$ cat src/rtl/todc_pkg.sv
// Shared types and constants for the time-of-day clock with staged set.
package todc_pkg;

    localparam int DEF_TICKS_PER_SECOND = 100;
    localparam int DEF_LED_STEP_TICKS   = 50;

    localparam int S_TDATA_W = 40;
    localparam int S_TUSER_W = 2;
    localparam int M_TDATA_W = 32;

    localparam int HOURS_PER_DAY    = 24;
    localparam int MINUTES_PER_HOUR = 60;
    localparam int SECONDS_PER_MIN  = 60;
    localparam int MIN_TEXT_LENGTH  = 5;

    localparam logic [7:0] ASCII_ZERO = 8'h30;
    localparam logic [7:0] ASCII_NINE = 8'h39;

    typedef enum logic [1:0] {
        CMD_TICK = 2'd0,
        CMD_SET  = 2'd1,
        CMD_SYNC = 2'd2,
        CMD_POLL = 2'd3
    } cmd_t;

    typedef enum logic [1:0] {
        ST_OK        = 2'd0,
        ST_SYNTAX    = 2'd1,
        ST_VALUE     = 2'd2,
        ST_RESERVED  = 2'd3
    } status_t;

    function automatic logic is_digit(input logic [7:0] ch);
        return (ch >= ASCII_ZERO) && (ch <= ASCII_NINE);
    endfunction

    // Two ASCII digits to a binary value 0..99.
    function automatic logic [6:0] two_digits(input logic [7:0] tens, input logic [7:0] ones);
        logic [6:0] t;
        logic [6:0] o;
        t = {3'b000, tens[3:0]};
        o = {3'b000, ones[3:0]};
        return (t << 3) + (t << 1) + o;
    endfunction

endpackage

$ cat src/rtl/time_of_day_clock_with_staged_set.sv
// Time-of-day clock with staged set: top level.
//
// A 24-hour clock advanced by tick requests (one tick is one centisecond at the default
// TICKS_PER_SECOND). Every request - tick, set time, synchronize or poll - yields exactly
// one result carrying the current time, LED pattern, set status and change flag. The block
// accepts one request per clock cycle; the only limit is the single output register, which
// holds a result while m_tready is low and frees up in the same cycle it is taken. The
// result is registered and appears in the cycle after its request is accepted. Set time
// stages HH:MM after checking length (syntax error below 5) and digits/range (value error);
// synchronize loads the staged time and clears seconds and centiseconds.
module time_of_day_clock_with_staged_set #(
    parameter int TICKS_PER_SECOND = todc_pkg::DEF_TICKS_PER_SECOND,
    parameter int LED_STEP_TICKS   = todc_pkg::DEF_LED_STEP_TICKS
) (
    input  logic                           aclk,
    input  logic                           aresetn,
    input  logic                           s_tvalid,
    output logic                           s_tready,
    // [7:0] hour_tens_char, [15:8] hour_ones_char, [23:16] minute_tens_char,
    // [31:24] minute_ones_char, [35:32] text_length, [36] flag_next_value, [39:37] zero
    input  logic [todc_pkg::S_TDATA_W-1:0] s_tdata,
    // [1:0] command
    input  logic [todc_pkg::S_TUSER_W-1:0] s_tuser,
    output logic                           m_tvalid,
    input  logic                           m_tready,
    // [4:0] hours, [10:5] minutes, [16:11] seconds, [23:17] centiseconds,
    // [27:24] led_mask, [29:28] status, [30] changed_flag, [31] zero
    output logic [todc_pkg::M_TDATA_W-1:0] m_tdata
);
    import todc_pkg::*;

    localparam int CW = (TICKS_PER_SECOND > 2) ? $clog2(TICKS_PER_SECOND) : 1;
    localparam int LW = (LED_STEP_TICKS > 1) ? $clog2(LED_STEP_TICKS) : 1;
    localparam logic [CW-1:0] CENTI_LAST = CW'(TICKS_PER_SECOND - 1);
    localparam logic [LW-1:0] LED_LAST   = LW'(LED_STEP_TICKS - 1);

    // State
    logic [CW-1:0] centi_reg, centi_next;
    logic [LW-1:0] led_cnt_reg, led_cnt_next;
    logic [5:0]    sec_reg, sec_next;
    logic [5:0]    min_reg, min_next;
    logic [4:0]    hour_reg, hour_next;
    logic [4:0]    staged_hours_reg, staged_hours_next;
    logic [5:0]    staged_min_reg, staged_min_next;
    logic [3:0]    led_reg, led_next;
    logic          changed_reg, changed_next;
    logic          m_tvalid_reg;
    logic [M_TDATA_W-1:0] m_tdata_reg;

    // Request fields
    cmd_t       cmd;
    logic [7:0] hour_tens, hour_ones, min_tens, min_ones;
    logic [3:0] text_length;
    logic       flag_next_value;

    logic       accept;
    status_t    status;
    logic       flag_out;
    logic [6:0] set_hours, set_minutes;
    logic [3:0] led_shift;

    assign cmd             = cmd_t'(s_tuser[1:0]);
    assign hour_tens       = s_tdata[7:0];
    assign hour_ones       = s_tdata[15:8];
    assign min_tens        = s_tdata[23:16];
    assign min_ones        = s_tdata[31:24];
    assign text_length     = s_tdata[35:32];
    assign flag_next_value = s_tdata[36];

    assign s_tready = !m_tvalid_reg || m_tready;
    assign accept   = s_tvalid && s_tready;

    assign set_hours   = two_digits(hour_tens, hour_ones);
    assign set_minutes = two_digits(min_tens, min_ones);
    assign led_shift   = {led_reg[2:0], 1'b0};

    always_comb begin
        centi_next        = centi_reg;
        led_cnt_next      = led_cnt_reg;
        sec_next          = sec_reg;
        min_next          = min_reg;
        hour_next         = hour_reg;
        staged_hours_next = staged_hours_reg;
        staged_min_next   = staged_min_reg;
        led_next          = led_reg;
        changed_next      = changed_reg;
        status            = ST_OK;

        unique case (cmd)
            CMD_TICK: begin
                // LED phase counter tracks centi count modulo the LED step
                if (led_cnt_reg == LED_LAST) begin
                    led_cnt_next = '0;
                    led_next     = (led_shift == 4'd0) ? 4'd1 : led_shift;
                end else begin
                    led_cnt_next = led_cnt_reg + 1'b1;
                end
                if (centi_reg == CENTI_LAST) begin
                    centi_next   = '0;
                    led_cnt_next = '0;
                    changed_next = 1'b1;
                    if (sec_reg == 6'(SECONDS_PER_MIN - 1)) begin
                        sec_next = '0;
                        if (min_reg == 6'(MINUTES_PER_HOUR - 1)) begin
                            min_next  = '0;
                            hour_next = (hour_reg == 5'(HOURS_PER_DAY - 1)) ?
                                        5'd0 : hour_reg + 1'b1;
                        end else begin
                            min_next = min_reg + 1'b1;
                        end
                    end else begin
                        sec_next = sec_reg + 1'b1;
                    end
                end else begin
                    centi_next = centi_reg + 1'b1;
                end
            end
            CMD_SET: begin
                priority if (text_length < 4'(MIN_TEXT_LENGTH)) begin
                    status = ST_SYNTAX;
                end else if (!is_digit(hour_tens) || !is_digit(hour_ones) ||
                             !is_digit(min_tens) || !is_digit(min_ones)) begin
                    status = ST_VALUE;
                end else if (set_hours > 7'(HOURS_PER_DAY - 1) ||
                             set_minutes > 7'(MINUTES_PER_HOUR - 1)) begin
                    status = ST_VALUE;
                end else begin
                    staged_hours_next = set_hours[4:0];
                    staged_min_next   = set_minutes[5:0];
                end
            end
            CMD_SYNC: begin
                hour_next    = staged_hours_reg;
                min_next     = staged_min_reg;
                sec_next     = '0;
                centi_next   = '0;
                led_cnt_next = '0;
            end
            CMD_POLL: begin
                changed_next = flag_next_value;
            end
            default: ;
        endcase

        flag_out = (cmd == CMD_POLL) ? changed_reg : changed_next;
    end

    always_ff @(posedge aclk) begin
        if (!aresetn) begin
            centi_reg        <= '0;
            led_cnt_reg      <= '0;
            sec_reg          <= '0;
            min_reg          <= '0;
            hour_reg         <= '0;
            staged_hours_reg <= '0;
            staged_min_reg   <= '0;
            led_reg          <= 4'd1;
            changed_reg      <= 1'b1;
            m_tvalid_reg     <= 1'b0;
        end else begin
            if (accept) begin
                centi_reg        <= centi_next;
                led_cnt_reg      <= led_cnt_next;
                sec_reg          <= sec_next;
                min_reg          <= min_next;
                hour_reg         <= hour_next;
                staged_hours_reg <= staged_hours_next;
                staged_min_reg   <= staged_min_next;
                led_reg          <= led_next;
                changed_reg      <= changed_next;
                m_tvalid_reg     <= 1'b1;
            end else if (m_tready) begin
                m_tvalid_reg <= 1'b0;
            end
        end
    end

    always_ff @(posedge aclk) begin
        if (accept) begin
            m_tdata_reg <= {1'b0, flag_out, status, led_next, 7'(centi_next),
                            sec_next, min_next, hour_next};
        end
    end

    assign m_tvalid = m_tvalid_reg;
    assign m_tdata  = m_tdata_reg;

    // Checks
    a_led_onehot: assert property (@(posedge aclk) disable iff (!aresetn)
        $onehot(led_reg))
        else $error("LED pattern lost one-hot form");

    a_time_range: assert property (@(posedge aclk) disable iff (!aresetn)
        hour_reg <= 5'(HOURS_PER_DAY - 1) && min_reg <= 6'(MINUTES_PER_HOUR - 1) &&
        sec_reg <= 6'(SECONDS_PER_MIN - 1) && centi_reg <= CENTI_LAST)
        else $error("time field out of range");

    a_sync_clears: assert property (@(posedge aclk) disable iff (!aresetn)
        accept && cmd == CMD_SYNC |=> centi_reg == '0 && sec_reg == '0 && led_cnt_reg == '0)
        else $error("synchronize did not clear seconds");

    a_result_follows: assert property (@(posedge aclk) disable iff (!aresetn)
        accept |=> m_tvalid_reg && m_tdata_reg[23:17] == 7'(centi_reg))
        else $error("result does not match updated state");

endmodule

$ cat config.mk
export PLATFORM = sky130hd
export DESIGN_NAME = time_of_day_clock_with_staged_set
export DESIGN_NICKNAME = d
export VERILOG_FILES = /design/src/rtl/todc_pkg.sv /design/src/rtl/time_of_day_clock_with_staged_set.sv
export SDC_FILE = /design/constraint.sdc
export NUM_CORES = 1
export LEC_CHECK = 0
export BUFFER_PORTS_ARGS = -buffer_cell sky130_fd_sc_hd__buf_4
export CORE_ASPECT_RATIO = 0.8
export CORE_MARGIN = 2
export CORE_UTILIZATION = 61
export DETAILED_ROUTE_END_ITERATION = 10
export PLACE_DENSITY = 0.93
export SYNTH_ARGS = -nofsm -noshare
export SYNTH_HDL_FRONTEND = slang
export SYNTH_SLANG_ARGS = --single-unit
export TNS_END_PERCENT = 50
$ cat constraint.sdc
create_clock -name aclk -period 7.7 [get_ports aclk]
set_input_delay 1.54 -clock aclk [delete_from_list [all_inputs] [get_ports aclk]]
set_output_delay 1.54 -clock aclk [all_outputs]
set_load 0.02 [all_outputs]
==> results_dict.tcl <==
set metrics [dict create \
    outcome "complete, no violations" \
    path_cells "buf_4, fa_1, fa_1, a21o_1, a21oi_1, mux2_4, nor4_2, nand3_1, mux2i_1" \
    rsz0062_at_grt "false" \
    die_h_um 80.20 \
    r2r_slack_ns 4.98 \
    fmax_mhz 234.0 \
    power.leakage_nw 2.251 \
    ys_types 70 \
    slew_headroom_pct 35.13 \
    yosys.area.top_type_share_pct 21.25 \
    post_cts_buffers 0 \
    num_rows 27 \
    dpl_cell_area_um2 5001 \
    dieArea_um2 7959 \
    cts_hold_buf 0 \
    critical_path_depth 9 \
    critPathSlowestCell "nand3_1" \
    post-place-ws_ns 3.019 \
    core_um2 6959 \
    synth-warning-count 0 \
    port_buffers 75 \
    setup_viol 0 \
    hold_path.class "flop to flop" \
    drt_iter0_markers 310 \
    postRouteAntennaNets 0 \
    max_stage_delay_ns 0.57 \
    synth.area.top_cells "dfxtp_1 (21%), edfxtp_1 (21%), ha_1 (6.8%)" \
    vias_per_cell 6.031 \
    cp.required_ns 7.98 \
    crit_family "adder cells" \
    drtPass1Iterations 5 \
    syn_to_final_growth_pct 18.20 \
    cts_tree "done" \
    largest_reg_flops 31 \
    synth_edf_count 31 \
    boundaryPins 80 \
    finalHoldViolCount 0 \
    yosys.area.top_type "dfxtp_1" \
    routedWlPerCell_um 15.83 \
    synth_nets 561 \
    async_flop_share_pct 0 \
    synth-seq-cells 78 \
    period_minus_slack_ns 4.273 \
    fin_hold_ws_ns 0.4694 \
    synthFlopType "dfxtp_1" \
    syn_area_per_cell_um2 9.090 \
    grt_overflow 0 \
    slew_viol_final 0 \
    irDropWorstVdd_mv 0.09518 \
    rr_worst_depth 9 \
    initial_core_util_pct 63.61 \
    hold_path_depth 2 \
    grt_usage_pct 26.33 \
    dr_total_vias 3890 \
    power.total_w 0.0009605 \
    post_cts_resize_count 0 \
    drc_errors 0 \
    grt_pass1_vias 3671 \
    clock_sinks 78 \
    antenna_found_initial 0 \
    crit_arrival_ns 4.56 \
    final_area_um2 5233 \
    place_hpwl_mm 7.139 \
    fin_crit_sh_pct 55.50 \
    clkTransAtPathRegs_ns 0.08 \
    p_per_area_nw_per_um2 183.6 \
    numCtsBuffers 9 \
    drive_gt1_share_pct 20.07 \
    yosysSeqAreaShare_pct 42.28 \
    tightest_slew_ns 0.9730 \
    finalSetupTns_ns 0 \
    finalWeightedCongestion 0.8853 \
    grt_max_degree 53 \
    critPathBufInv 1 \
    ys_top_cells_by_count "nand2_1 (76), dfxtp_1 (47), o21ai_0 (40)" \
    critPathCaptureType "flop" \
    grt_pass1_wl_mm 16.77 \
    htreeDepth 3 \
    max-clock-path-buffers 2 \
    synth_most_common_cell "nand2_1" \
    cpMostUsedCell "fa_1" \
    synth_area_um2 4427 \
    finalClockSkew_ns 0.01257 \
    finalWorstSetupSlack_ns 3.427 \
    syn_inst 487 \
    cp-start-kind "input port" \
    num-nets-final 627 \
    ctsRootBufferMaster "clkbuf_8" \
    n_antenna_cell 0 \
    drv_cap 0 \
    worst-path-max-fanout 11 \
    routed_wl_mm 10.21 \
    critPathKind "input port to flop" \
    die_x_um 99.24 \
    worstSkewPairLatency_ns 0.36 \
]
report_power, final:
part	switching (W)	internal, W	total, W
registers	0.00000856	0.000444	0.000452
logic	0.0000843	0.0000614	0.000146
clock network	0.000148	0.000214	0.000362
worst reg2reg max path: stages, from the launching register on:
cell and delay, ns:
dfxtp_1 0.32, nand2b_1 0.11, nand2_1 0.55, inv_1 0.21, buf_4 0.52, o21ai_1 0.16, buf_4 0.25, a221o_1 0.29
nand3_1 0.11, o21ai_1 0.08
per-layer routing:
layer	vias up	routed length, um	track usage (%)
met5	-	0	0
met4	0	166	7.945
met3	20	683	6.527
met2	161	4812	44.32
met1	1821	4550	33.72
li1	1888	-	-
final timing paths:
check,from,end
max,s_tdata[0],staged_min_reg[0]
min,staged_hours_reg[0],staged_hours_reg[0]
min reg2reg,staged_hours_reg[0],staged_hours_reg[0]
max reg2reg,m_tvalid,min_reg[2]
area by class of cell:
type | instances | area, um2
Multi-Input combinational cell | 369 | 2371
Sequential cell | 78 | 1872
Fill cell | 472 | 1727
Timing Repair Buffer | 78 | 585.6
Clock buffer | 11 | 131.4
Tap cell | 87 | 108.9
Clock inverter | 5 | 100.1
Inverter | 17 | 63.81
cell families after synthesis:
logic type	after synthesis	share of synthesized area (%)
flip-flops	78	42.28
other	1	0.08471
adder cells (fa/ha/maj)	28	8.593
buffers and inverters	40	4.155
AND/OR/NAND/NOR	201	23.18
XOR/XNOR	9	1.781
AO/OA/AOI/OAI	112	15.63
multiplexers	18	4.296
through the flow:
| stage | std cells | utilization, % |
|---|---|---|
| floorplan | 487 | - |
| global placement | 629 | 71.86 |
| detailed placement | 629 | 71.86 |
| CTS | 645 | 75.19 |
| global route | 645 | 75.19 |
| finish | 645 | 75.19 |
layout by cell type (no fill, tap or decap), drive strengths merged, types with 7 or more instances in the layout:
cell	instances
nor2	30
a21oi	30
dfxtp	47
nand2b	9
and2	7
or3	7
edfxtp	31
o21ai	44
clkbuf	11
nand4	8
buf	78
mux2i	13
nand2	78
inv	16
nor3	19
nand3	17
ha	24
Power figures use the tool's default switching activity.
